## src/rtl/kmsf_pkg.sv

```systemverilog
// Shared types and constants for the key matrix scanner with key FIFO.
// No dependencies; imported by the interfaces, the scanner and the top level.
`default_nettype none

package kmsf_pkg;

    localparam int MATRIX_W = 64;
    localparam int CODE_W   = 7;

    typedef logic [5:0]          t_key_idx;
    typedef logic [CODE_W-1:0]   t_code;
    typedef logic [MATRIX_W-1:0] t_matrix;

    localparam t_key_idx KEY_LSHIFT = 6'd15;
    localparam t_key_idx KEY_RSHIFT = 6'd52;
    localparam t_key_idx KEY_CTRL   = 6'd58;
    localparam t_key_idx KEY_LOGO   = 6'd61;
    localparam t_key_idx KEY_LAST   = 6'd63;

    localparam t_code CHAR_LOWER_A = 7'h61;
    localparam t_code CHAR_LOWER_Z = 7'h7A;
    localparam t_code CASE_OFFSET  = 7'h20;
    localparam t_code CODE_NONE    = 7'h00;

    localparam logic OP_SCAN = 1'b0;
    localparam logic OP_POP  = 1'b1;

    // ASCII per matrix position, row-major; zero marks an unmapped key
    localparam t_code KEY_TABLE [MATRIX_W] = '{
        7'h08, 7'h0D, 7'h00, 7'h00, 7'h00, 7'h00, 7'h00, 7'h00,
        7'h33, 7'h77, 7'h61, 7'h34, 7'h7A, 7'h73, 7'h65, 7'h00,
        7'h35, 7'h72, 7'h64, 7'h36, 7'h63, 7'h66, 7'h74, 7'h78,
        7'h37, 7'h79, 7'h67, 7'h38, 7'h62, 7'h68, 7'h75, 7'h76,
        7'h39, 7'h69, 7'h6A, 7'h30, 7'h6D, 7'h6B, 7'h6F, 7'h6E,
        7'h2B, 7'h70, 7'h6C, 7'h2D, 7'h2E, 7'h3A, 7'h40, 7'h2C,
        7'h00, 7'h2A, 7'h3B, 7'h00, 7'h00, 7'h3D, 7'h00, 7'h2F,
        7'h31, 7'h00, 7'h00, 7'h32, 7'h20, 7'h00, 7'h71, 7'h00
    };

    typedef struct packed {
        logic  valid;
        t_code code;
    } t_push;

    typedef enum logic [3:0] {
        S_IDLE   = 4'b0001,
        S_SCAN   = 4'b0010,
        S_READ   = 4'b0100,
        S_RESULT = 4'b1000
    } t_state;

endpackage

`default_nettype wire

```

## src/rtl/kmsf_if.sv

```systemverilog
// Valid/ready channel interfaces for snapshot input and key output.
// Depends on kmsf_pkg.
`default_nettype none

interface kmsf_in_if import kmsf_pkg::*; ();
    logic    valid;
    logic    ready;
    logic    opcode;
    t_matrix matrix;

    modport source (output valid, output opcode, output matrix, input ready);
    modport sink   (input valid, input opcode, input matrix, output ready);
endinterface

interface kmsf_out_if import kmsf_pkg::*; ();
    logic  valid;
    logic  ready;
    t_code key_code;
    logic  key_valid;

    modport source (output valid, output key_code, output key_valid, input ready);
    modport sink   (input valid, input key_code, input key_valid, output ready);
endinterface

`default_nettype wire

```

## src/rtl/kmsf_ram.sv

```systemverilog
// Generic single-write, single-read RAM with registered read data.
// No dependencies.
`default_nettype none

module kmsf_ram #(
    parameter int WIDTH = 8,
    parameter int DEPTH = 8,
    parameter int AW    = (DEPTH > 1) ? $clog2(DEPTH) : 1
) (
    input  wire logic             i_clk,
    input  wire logic             i_wr_en,
    input  wire logic [AW-1:0]    i_wr_addr,
    input  wire logic [WIDTH-1:0] i_wr_data,
    input  wire logic             i_rd_en,
    input  wire logic [AW-1:0]    i_rd_addr,
    output logic      [WIDTH-1:0] o_rd_data
);

    logic [WIDTH-1:0] r_mem [DEPTH];

    always_ff @(posedge i_clk) begin
        if (i_wr_en) begin
            r_mem[i_wr_addr] <= i_wr_data;
        end
        if (i_rd_en) begin
            o_rd_data <= r_mem[i_rd_addr];
        end
    end

endmodule

`default_nettype wire

```

## src/rtl/kmsf_scan.sv

```systemverilog
// Snapshot scanner: keeps the previous matrix and walks the new presses,
// one matrix position per cycle, producing FIFO push requests. Uses kmsf_pkg.
`default_nettype none

module kmsf_scan import kmsf_pkg::*; (
    input  wire logic    i_clk,
    input  wire logic    i_rst_n,
    input  wire logic    i_start,
    input  wire t_matrix i_matrix,
    output t_push        o_push,
    output logic         o_last
);

    t_matrix  r_prev;
    t_matrix  r_fresh;
    logic     r_shift;
    logic     r_busy;
    t_key_idx r_idx;
    t_code    w_code;
    logic     w_modifier;

    always_ff @(posedge i_clk) begin
        if (!i_rst_n) begin
            r_prev <= '1;
            r_busy <= 1'b0;
            r_idx  <= '0;
        end else if (i_start) begin
            // active low: a fresh press was high last time and is low now
            r_fresh <= r_prev & ~i_matrix;
            r_shift <= !i_matrix[KEY_LSHIFT] || !i_matrix[KEY_RSHIFT];
            r_prev  <= i_matrix;
            r_idx   <= '0;
            r_busy  <= 1'b1;
        end else if (r_busy) begin
            r_idx <= r_idx + 6'd1;
            if (r_idx == KEY_LAST) begin
                r_busy <= 1'b0;
            end
        end
    end

    always_comb begin
        w_code     = KEY_TABLE[r_idx];
        w_modifier = (r_idx == KEY_LSHIFT) || (r_idx == KEY_RSHIFT) ||
                     (r_idx == KEY_CTRL) || (r_idx == KEY_LOGO);
        o_push.valid = r_busy && r_fresh[r_idx] && !w_modifier && (w_code != CODE_NONE);
        if (r_shift && (w_code >= CHAR_LOWER_A) && (w_code <= CHAR_LOWER_Z)) begin
            o_push.code = w_code - CASE_OFFSET;
        end else begin
            o_push.code = w_code;
        end
        o_last = r_busy && (r_idx == KEY_LAST);
    end

endmodule

`default_nettype wire

```

## src/rtl/key_matrix_scanner_fifo_core.sv

```systemverilog
// Key matrix scanner with key FIFO. Each input beat carries one 8x8 active-low
// matrix snapshot; newly pressed keys are walked one matrix position per cycle,
// mapped to ASCII (uppercased when a shift key is down) and pushed into a
// FIFO held in a RAM; pushes to a full FIFO are dropped. A pop beat scans and
// then reads one code (key_valid 0, key_code 0 when empty). A scan-only
// beat ends after the position walk; a pop beat adds the registered RAM read
// and waits for a free output register. The next beat is taken once the last
// one finishes, while an earlier result may still wait in the output register.
// Depends on kmsf_pkg, kmsf_if, kmsf_ram and kmsf_scan.
`default_nettype none

module key_matrix_scanner_fifo_core import kmsf_pkg::*; #(
    parameter int FIFO_DEPTH = 8
) (
    input  wire logic  i_clk,
    input  wire logic  i_rst_n,
    kmsf_in_if.sink    i_in,
    kmsf_out_if.source o_out
);

    localparam int PW = (FIFO_DEPTH > 1) ? $clog2(FIFO_DEPTH) : 1;
    localparam int CW = $clog2(FIFO_DEPTH + 1);

    t_state        r_state, n_state;
    logic          r_opcode;
    logic [PW-1:0] r_wptr, n_wptr;
    logic [PW-1:0] r_rptr, n_rptr;
    logic [CW-1:0] r_count, n_count;
    logic          r_empty;
    logic          r_out_valid, n_out_valid;
    t_code         r_out_code;
    logic          r_out_kv;

    logic  w_accept;
    logic  w_push_ok;
    logic  w_pop_rd;
    logic  w_load;
    t_push w_push;
    logic  w_last;
    t_code w_rd_data;

    assign w_accept  = i_in.valid && i_in.ready;
    assign i_in.ready = (r_state == S_IDLE);

    kmsf_scan u_scan (
        .i_clk    (i_clk),
        .i_rst_n  (i_rst_n),
        .i_start  (w_accept),
        .i_matrix (i_in.matrix),
        .o_push   (w_push),
        .o_last   (w_last)
    );

    // writes happen only while scanning and the read only after, so no
    // same-entry overlap is possible
    kmsf_ram #(
        .WIDTH (CODE_W),
        .DEPTH (FIFO_DEPTH),
        .AW    (PW)
    ) u_fifo_ram (
        .i_clk     (i_clk),
        .i_wr_en   (w_push_ok),
        .i_wr_addr (r_wptr),
        .i_wr_data (w_push.code),
        .i_rd_en   (w_pop_rd),
        .i_rd_addr (r_rptr),
        .o_rd_data (w_rd_data)
    );

    always_comb begin
        w_push_ok = w_push.valid && (r_count < CW'(FIFO_DEPTH));
        w_pop_rd  = (r_state == S_READ) && (r_count != '0);
        w_load    = (r_state == S_RESULT) && (!r_out_valid || o_out.ready);

        n_state = r_state;
        n_wptr  = r_wptr;
        n_rptr  = r_rptr;
        n_count = r_count;

        if (w_push_ok) begin
            n_wptr  = (r_wptr == PW'(FIFO_DEPTH - 1)) ? '0 : r_wptr + PW'(1);
            n_count = r_count + CW'(1);
        end else if (w_pop_rd) begin
            n_rptr  = (r_rptr == PW'(FIFO_DEPTH - 1)) ? '0 : r_rptr + PW'(1);
            n_count = r_count - CW'(1);
        end

        case (r_state)
            S_IDLE: begin
                if (w_accept) begin
                    n_state = S_SCAN;
                end
            end
            S_SCAN: begin
                if (w_last) begin
                    n_state = (r_opcode == OP_POP) ? S_READ : S_IDLE;
                end
            end
            S_READ: begin
                n_state = S_RESULT;
            end
            S_RESULT: begin
                if (w_load) begin
                    n_state = S_IDLE;
                end
            end
            default: begin
                n_state = S_IDLE;
            end
        endcase

        if (w_load) begin
            n_out_valid = 1'b1;
        end else if (o_out.ready) begin
            n_out_valid = 1'b0;
        end else begin
            n_out_valid = r_out_valid;
        end
    end

    always_ff @(posedge i_clk) begin
        if (!i_rst_n) begin
            r_state     <= S_IDLE;
            r_wptr      <= '0;
            r_rptr      <= '0;
            r_count     <= '0;
            r_out_valid <= 1'b0;
        end else begin
            r_state     <= n_state;
            r_wptr      <= n_wptr;
            r_rptr      <= n_rptr;
            r_count     <= n_count;
            r_out_valid <= n_out_valid;
        end
    end

    always_ff @(posedge i_clk) begin
        if (w_accept) begin
            r_opcode <= i_in.opcode;
        end
        if (r_state == S_READ) begin
            r_empty <= (r_count == '0);
        end
        if (w_load) begin
            r_out_code <= r_empty ? CODE_NONE : w_rd_data;
            r_out_kv   <= !r_empty;
        end
    end

    assign o_out.valid     = r_out_valid;
    assign o_out.key_code  = r_out_code;
    assign o_out.key_valid = r_out_kv;

`ifndef SYNTHESIS
    a_count_range: assert property (@(posedge i_clk) disable iff (!i_rst_n)
        r_count <= CW'(FIFO_DEPTH))
        else $error("fill count above FIFO depth");

    a_ptr_count: assert property (@(posedge i_clk) disable iff (!i_rst_n)
        ((int'(r_wptr) - int'(r_rptr) + FIFO_DEPTH) % FIFO_DEPTH) ==
        (int'(r_count) % FIFO_DEPTH))
        else $error("pointer distance disagrees with fill count");

    a_push_in_scan: assert property (@(posedge i_clk) disable iff (!i_rst_n)
        w_push.valid |-> (r_state == S_SCAN))
        else $error("push request outside the scan");

    a_scan_only_end: assert property (@(posedge i_clk) disable iff (!i_rst_n)
        (r_state == S_SCAN && w_last && r_opcode == OP_SCAN) |=> (r_state == S_IDLE))
        else $error("scan-only beat did not return to idle");
`endif

endmodule

`default_nettype wire

```

## src/flat_wrapper.sv

```systemverilog
// flat-port wrapper written by rule: the top's interface ports become plain ports
module key_matrix_scanner_fifo_core_flat import kmsf_pkg::*;
#(
    parameter int FIFO_DEPTH = 8
)
  (i_clk, i_rst_n, i_in_valid, i_in_opcode, i_in_matrix, i_in_ready, o_out_valid, o_out_key_code, o_out_key_valid, o_out_ready);
  kmsf_in_if i_in_i ();
  kmsf_out_if o_out_i ();
  input  wire logic i_clk;
  input  wire logic i_rst_n;
  input wire logic [$bits(i_in_i.valid)-1:0] i_in_valid;
  input wire logic [$bits(i_in_i.opcode)-1:0] i_in_opcode;
  input wire logic [$bits(i_in_i.matrix)-1:0] i_in_matrix;
  output wire logic [$bits(i_in_i.ready)-1:0] i_in_ready;
  output wire logic [$bits(o_out_i.valid)-1:0] o_out_valid;
  output wire logic [$bits(o_out_i.key_code)-1:0] o_out_key_code;
  output wire logic [$bits(o_out_i.key_valid)-1:0] o_out_key_valid;
  input wire logic [$bits(o_out_i.ready)-1:0] o_out_ready;
  assign i_in_i.valid = i_in_valid;
  assign i_in_i.opcode = i_in_opcode;
  assign i_in_i.matrix = i_in_matrix;
  assign i_in_ready = i_in_i.ready;
  assign o_out_valid = o_out_i.valid;
  assign o_out_key_code = o_out_i.key_code;
  assign o_out_key_valid = o_out_i.key_valid;
  assign o_out_i.ready = o_out_ready;
  key_matrix_scanner_fifo_core #(.FIFO_DEPTH(FIFO_DEPTH)) u_core (.i_clk(i_clk), .i_rst_n(i_rst_n), .i_in(i_in_i), .o_out(o_out_i));
endmodule
```

## config.mk

```make
export PLATFORM = sky130hd
export DESIGN_NAME = key_matrix_scanner_fifo_core_flat
export DESIGN_NICKNAME = d
export VERILOG_FILES = /design/src/rtl/kmsf_pkg.sv /design/src/rtl/kmsf_if.sv /design/src/rtl/kmsf_ram.sv /design/src/rtl/kmsf_scan.sv /design/src/rtl/key_matrix_scanner_fifo_core.sv /design/src/flat_wrapper.sv
export SDC_FILE = /design/constraint.sdc
export NUM_CORES = 1
export LEC_CHECK = 0
export BUFFER_PORTS_ARGS = -buffer_cell sky130_fd_sc_hd__buf_2
export CAP_MARGIN = 15
export CELL_PAD_IN_SITES_DETAIL_PLACEMENT = 2
export CELL_PAD_IN_SITES_GLOBAL_PLACEMENT = 2
export CORE_UTILIZATION = 35
export CTS_CLUSTER_SIZE = 20
export DETAILED_ROUTE_END_ITERATION = 10
export PLACE_DENSITY_LB_ADDON = 0.1
export SYNTH_ARGS = -nofsm -noshare
export SYNTH_HDL_FRONTEND = slang
export SYNTH_SLANG_ARGS = --single-unit
```

## constraint.sdc

```tcl
create_clock -name i_clk -period 5.1 [get_ports i_clk]
set_input_delay 0.51 -clock i_clk [delete_from_list [all_inputs] [get_ports i_clk]]
set_output_delay 0.51 -clock i_clk [all_outputs]
set_load 0.03 [all_outputs]
```

Yosys cells after proc, flatten, opt, wreduce, memory -nomap -nowiden
Memory sizes are Yosys's and may differ from the RTL's. A register that Yosys moved wholly into a read port is not among the register bits.
Index checks and enable logic that the tools add are counted.
{"block": "op_classes", "addsub": 6, "n_lt_le_gt_ge": 5, "eq_ne": 14, "mux": 21, "bitwise": 5, "reduce_logical": 29}
{"op": "$and 64x64->64", "n": 1}
{"op": "$not 64->64", "n": 1}
{"op": "$eq 6x6->1 const B", "n": 4}
{"op": "$mux 7", "n": 3}
{"op": "$mux 4", "n": 5}
{"op": "$pmux 4 s4", "n": 1}
{"op": "$ge 7x7->1 const B", "n": 2}
{"op": "$logic_and 1x1->1", "n": 10}
{"op": "$mux 3", "n": 3}
{"op": "$mux 1", "n": 8}
{"op": "$le 7x7->1 const B", "n": 1}
{"op": "$lt 6x7->1 const B", "n": 1}
{"op": "$not 6->7", "n": 1}
{"op": "$reduce_bool 7->1", "n": 1}
{"op": "$sub 7x6->7 const B", "n": 1}
{"op": "$add 3x1->3 const B", "n": 2}
{"op": "$add 6x1->6 const B", "n": 1}
{"op": "$bmux 1 s6", "n": 1}
{"op": "$eq 3x3->1 const B", "n": 2}
{"op": "$eq 6x4->1 const B", "n": 1}
{"op": "$logic_not 1->1", "n": 5}
{"op": "$logic_or 1x1->1", "n": 5}
{"op": "$add 4x1->4 const B", "n": 1}
{"op": "$eq 4x1->1 const B", "n": 1}
{"op": "other kinds (14)", "n": 18}
{"block": "word_totals", "reg_bits": 161, "ram_bits": 56, "rom_bits": 448, "n_memories": 2}
{"name": "(no name shown)", "depth": 64, "word_bits": 7, "rd": 1, "rd_clocked_by_memory_dff": 0, "write_ports": 0, "line": "kmsf_scan.sv:43", "text": "w_code = KEY_TABLE[r_idx];"}
{"name": "u_core.u_fifo_ram.r_mem", "depth": 8, "word_bits": 7, "rd": 1, "rd_clocked_by_memory_dff": 1, "write_ports": 1, "line": "kmsf_ram.sv:19", "text": "logic [WIDTH-1:0] r_mem [DEPTH];"}

Longest topological paths before layout
{"block": "logic_depth", "word_depth": 10, "ltp_mapped": 21}

Modules after synthesis
From an unflattened synthesis, not the netlist that was laid out.
{"block": "hier_totals", "hier_cells": 737, "hier_area_um2": 9905.8}
{"module": "kmsf_scan", "n_inst": 1, "cells_each": 533, "area_each_um2": 6303.5, "seq_area_each_um2": 3373.2}
{"module": "kmsf_ram", "n_inst": 1, "cells_each": 101, "area_each_um2": 2436.1, "seq_area_each_um2": 1891.8}
{"module": "key_matrix_scanner_fifo_core", "n_inst": 1, "cells_each": 103, "area_each_um2": 1166.1, "seq_area_each_um2": 600.6}

Worst setup path after synthesis
Ideal clock, no wire load.
{"block": "synth_path", "path_type": "register -> register", "from": "register u_core.u_scan.r_idx[0]", "to": "memory u_core.u_fifo_ram.r_mem[2][0] (netlist name) (enable)", "setup_time_ns": 0.393, "arrival_time_ns": 3.703, "required_ns": 4.707, "setup_slack_ns": 1.004, "stages_incl_launch_ff": 16, "period_less_slack_ns": 4.096, "cell_sequence": "dfxtp_1 -> buf_4 -> buf_6 -> inv_1 -> ha_1 -> buf_2 -> mux2_2 -> nand2_1 -> o211ai_1 -> a32oi_1 -> or4_4 -> o211a_1 -> buf_6 -> inv_6 -> buf_12 -> nor4b_1"}
{"block": "synth_between", "elab_chain_cells": 10, "elab_cells_between_ends": 21}
{"element": "start, declared", "line": "kmsf_scan.sv:18", "text": "t_key_idx r_idx;"}
{"element": "start signal, assigned", "line": "kmsf_scan.sv:35", "text": "r_idx <= r_idx + 6'd1;"}
{"element": "parallel branches: the longest is 6 deep, another holds $mem_v2 64x7"}
{"element": "$logic_and 1x1->1 (*)", "line": "kmsf_scan.sv:46", "text": "o_push.valid = r_busy && r_fresh[r_idx] && !w_modifier && (w_code != CODE_NONE);"}
{"element": "$logic_and 1x1->1 (*)", "line": "key_matrix_scanner_fifo_core.sv:71", "text": "w_push_ok = w_push.valid && (r_count < CW'(FIFO_DEPTH));"}
{"element": "$mux 1 (*)", "line": "kmsf_ram.sv:22", "text": "if (i_wr_en) begin"}
{"element": "$mux 1 (implied by the code) (*)", "line": "kmsf_ram.sv:23", "text": "r_mem[i_wr_addr] <= i_wr_data;"}
{"element": "end, declared", "line": "kmsf_ram.sv:19"}
Every way passes the cells marked *. The select of a mux whose other input is x is not followed.

Worst setup path in the final report
{"block": "layout_path", "from": "register u_core.u_scan.r_idx[3]", "to": "register u_core.r_count[3]"}
{"block": "layout_between", "elab_chain_cells": 9, "elab_cells_between_ends": 21}
{"element": "parallel branches: the longest is 6 deep, another holds $mem_v2 64x7"}
{"element": "$logic_and 1x1->1 (*)", "line": "kmsf_scan.sv:46"}
{"element": "$logic_and 1x1->1 (*)", "line": "key_matrix_scanner_fifo_core.sv:71"}
{"element": "$mux 4 or $reduce_bool 2->1 (tied branches)"}
{"element": "end signal, assigned", "line": "key_matrix_scanner_fifo_core.sv:132", "text": "r_count <= n_count;"}
{"element": "end, declared", "line": "key_matrix_scanner_fifo_core.sv:28", "text": "logic [CW-1:0] r_count, n_count;"}
Marked as above.
A chain may end at the register's enable or synchronous reset.

==> flow_summary.yaml <==
cells_and_area:
  final_common_cell: "nand2_1"
  fillCellCount: 2894
  num_antenna_cells: 0
  syn_to_final_growth_pct: 17.2
  multi_input_area_sq_um: 3690
  regArea_sq_um: 5870
  drive_gt1_frac: 0.209
  layout_common_cells: "nand2_1 (164), edfxtp_1 (138), dfxtp_1 (85)"
  fin_nets: 1013
clock_network:
  clk_latency_ns: 0.54
  ctsResizeCount: 0
  cts.hold.buffers_added: 0
  cts.htree.levels: 1
  clk_path_buf_depth: 3
  cts_tree: "done"
  cts_buffers: 27
  postCtsSetupRepairBufs: 0
  cts.sinks: 224
  clock-root-buffer: "clkbuf_16"
  path_clk_slew_ns: 0.06
worst_setup_path:
  cp_top_family: "compound AO/OA/AOI/OAI gates"
  cp_common_cell: "nand2_1"
  cp_cell_sequence: "buf_4 -> mux2i_1 -> nor4b_1 -> a21oi_2 -> o221ai_1 -> or4_4 -> o211a_1 -> inv_6 -> ha_1 -> a21o_1 -> a21oi_1 -> nand2_1 -> nand2_1 -> o21ai_0 -> o21a_1"
  cp-end-kind: "flip-flop"
  cp.arrival_ns: 4.84
  cpPeakStageDelay_ns: 0.68
  path_class: "flip-flop to flip-flop"
  critPathSlowestCell: "dfxtp_1"
  critPathBufInv: 2
  start_kind: "flip-flop"
  crit_required_ns: 5.53
  crit_fanout: 23
power:
  cellLeakagePower_uw: 0.00431
  powerDensity_nw_per_um2: 387
  total_power_uw: 4500
  ir_drop_v: 0.000227
drt:
  dr_total_vias: 6714
  drt-initial-drc-count: 225
  drc: 0
  postRouteWirelength_microns: 25700
  wl_per_cell_microns: 19.4
  avgViaCountPerCell: 5.06
  antenna_left: 0
  first_pass_iters: 4
placement:
  port_buffers: 78
  gp_congestion: 0.758
  dp_hpwl_microns: 17300
floorplan:
  dieHeight_microns: 170
  fp.dieW_microns: 170
  core_area_sq_um: 27900
  rows: 61
  io_pins: 79
  start_util: 0.356
  die_area_sq_um: 29000
global_route:
  grt_start_max_net_pins: 84
  grtUsageTotal: 0.180
  antenna_found_initial: 0
  grt_pass1_vias: 7340
  grt-ovfl-total: 0
  grt_pass1_wl_microns: 40300
synth:
  async_flop_share: 0
  synth-seq-cells: 224
  avgSynthCellArea_sq_um: 11.7
  synth_cell_types: 69
  synth_cells: 849
  synth_compound_area_frac: 0.0560
  yosys.area_share.simple: 0.199
  synth_flop_cell: "edfxtp_1"
  synth.area.mux_share: 0.0885
  synth_edf_count: 138
  synth_top_family_by_area: "simple AND/OR/NAND/NOR gates"
  netlist_area_sq_um: 9910
  synthAdderAreaFrac: 0.0210
  seq_area_frac_synth: 0.592
  ys_warn_count: 0
  synthesis.nets: 934
  synth_xor_area_frac: 0.00795
worst_hold_path:
  hp-class: "input pin to flip-flop"
flow_run:
  maxCapViolCount: 0
sta:
  rsz0062_at_grt: "false"
  slew_viol_final: 0
  hold_viol: 0
  worst_pin_slew_ns: 0.951
  holdWs_ns: 0.154
  finalSetupViolCount: 0
  relSlewSlack: 0.364
  tns_ns: 0
  skew_ns: 0.0158
  finalCritPeriodShare: 0.865
  fmax_mhz: 227
  fin_crit_ns: 4.41
status:
  outcome: "finished, final reports clean"
## final timing paths
path	start	endpoint	slack (ns)	depth (start not counted)
worst max-delay path	u_core.u_scan.r_idx[3]$_SDFFE_PP0P_	u_core.r_count[3]$_SDFFE_PN0P_	0.69	15
worst min-delay path	i_in_opcode	u_core.r_opcode$_DFFE_PP_	0.15	1
worst max register to register	u_core.u_scan.r_idx[3]$_SDFFE_PP0P_	u_core.r_count[3]$_SDFFE_PN0P_	0.69	15
worst min register to register	u_core.u_scan.r_prev[58]$_SDFFE_PN1P_	u_core.u_scan.r_prev[58]$_SDFFE_PN1P_	0.47	2
## worst reg2reg max path: cells and delay by family, from the launching register on
family / cells / cell delay (ns)
and+or+nand+nor: 4 / 0.95
muxes: 1 / 0.24
AOI/OAI and AO/OA: 7 / 1.58
DFF: 1 / 0.68
adders and majority gates: 1 / 0.25
buffers and inverters: 2 / 0.60
## synth_stat cells, types with 3 or more instances
| cell type | instances | share of area |
|---|---|---|
| nand4_1 | 7 | 0.0044 |
| mux2i_1 | 19 | 0.019 |
| a21oi_1 | 13 | 0.0066 |
| inv_1 | 11 | 0.0042 |
| clkbuf_1 | 23 | 0.0087 |
| nand2_1 | 165 | 0.062 |
| buf_6 | 7 | 0.0080 |
| nor2_1 | 21 | 0.0080 |
| o22ai_1 | 3 | 0.0019 |
| edfxtp_1 | 138 | 0.42 |
| buf_2 | 12 | 0.0061 |
| nand3_1 | 71 | 0.036 |
| a21o_1 | 3 | 0.0023 |
| buf_1 | 5 | 0.0019 |
| ha_1 | 15 | 0.019 |
| a31oi_1 | 5 | 0.0032 |
| buf_4 | 5 | 0.0038 |
| o211ai_1 | 4 | 0.0030 |
| o21ai_0 | 15 | 0.0076 |
| o2111ai_1 | 3 | 0.0027 |
| mux2_2 | 12 | 0.014 |
| and3_1 | 4 | 0.0025 |
| nor4_1 | 5 | 0.0032 |
| dfxtp_1 | 86 | 0.17 |
| nor3_1 | 9 | 0.0045 |
| o21ai_1 | 4 | 0.0020 |
| xnor2_1 | 7 | 0.0062 |
| or3_1 | 3 | 0.0019 |
| mux4_2 | 24 | 0.055 |
| nor2b_1 | 84 | 0.053 |
| nand2b_1 | 7 | 0.0044 |
| a211oi_1 | 3 | 0.0023 |
| nor4b_1 | 7 | 0.0062 |
| nor3b_1 | 3 | 0.0023 |
## flip-flops by register name, indices dropped and copies added, names as in the netlist
| name | cells |
|---|---|
| u_core.r_wptr | 3 |
| u_core.r_empty | 1 |
| u_core.r_opcode | 1 |
| u_core.u_scan.r_prev | 64 |
| u_core.o_out.key_valid | 1 |
| u_core.u_fifo_ram.r_mem | 56 |
| u_core.o_out.key_code | 7 |
| u_core.u_scan.r_busy | 1 |
| u_core.u_scan.r_fresh | 64 |
| u_core.u_scan.r_shift | 1 |
| u_core.u_fifo_ram.o_rd_data | 7 |
| u_core.o_out.valid | 1 |
| u_core.r_rptr | 3 |
| u_core.r_count | 4 |
| u_core.u_scan.r_idx | 6 |
| u_core.r_state | 4 |
## report_power, final
part	leakage, uW	internal, uW	switching [uW]
sequential	0.00198	2040	50.0
combinational	0.00186	159	239
clock	0.000460	1250	767
total	0.00431	3450	1060
## metal layers
metal | global-route usage | share of wire | vias up
li1 | - | - | 3201
met1 | 0.218 | 0.43 | 3375
met2 | 0.331 | 0.52 | 101
met3 | 0.0247 | 0.024 | 37
met4 | 0.0497 | 0.025 | 0
met5 | 0 | 0 | -
## kinds of logic after synthesis
family | Yosys count
xor gates and xnor gates | 9
DFF | 224
AOI/OAI and AO/OA | 80
buffers and inverters | 67
adders and majority gates | 16
and+or+nand+nor | 397
muxes | 56
## layout make-up
type | count | share of cell area
Clock inverter | 18 | 0.0188
Clock buffer | 32 | 0.0615
Timing Repair Buffer | 103 | 0.0515
Tap cell | 378 | 0.0407
Inverter | 14 | 0.00495
Sequential cell | 224 | 0.505
Multi-Input combinational cell | 558 | 0.318
## through the flow
stage	util	cell area, sq um	worst slack [ns]	instances
6_report	0.417	11600	0.687	1327
5_1_grt	0.417	11600	0.415	1327
4_1_cts	0.416	11600	0.651	1326
3_5_place_dp	0.383	10700	0.669	1276
3_3_place_gp	0.383	10700	0.815	1276
2_1_floorplan	-	9910	1.00	849
(Power assumes the default switching activity.)
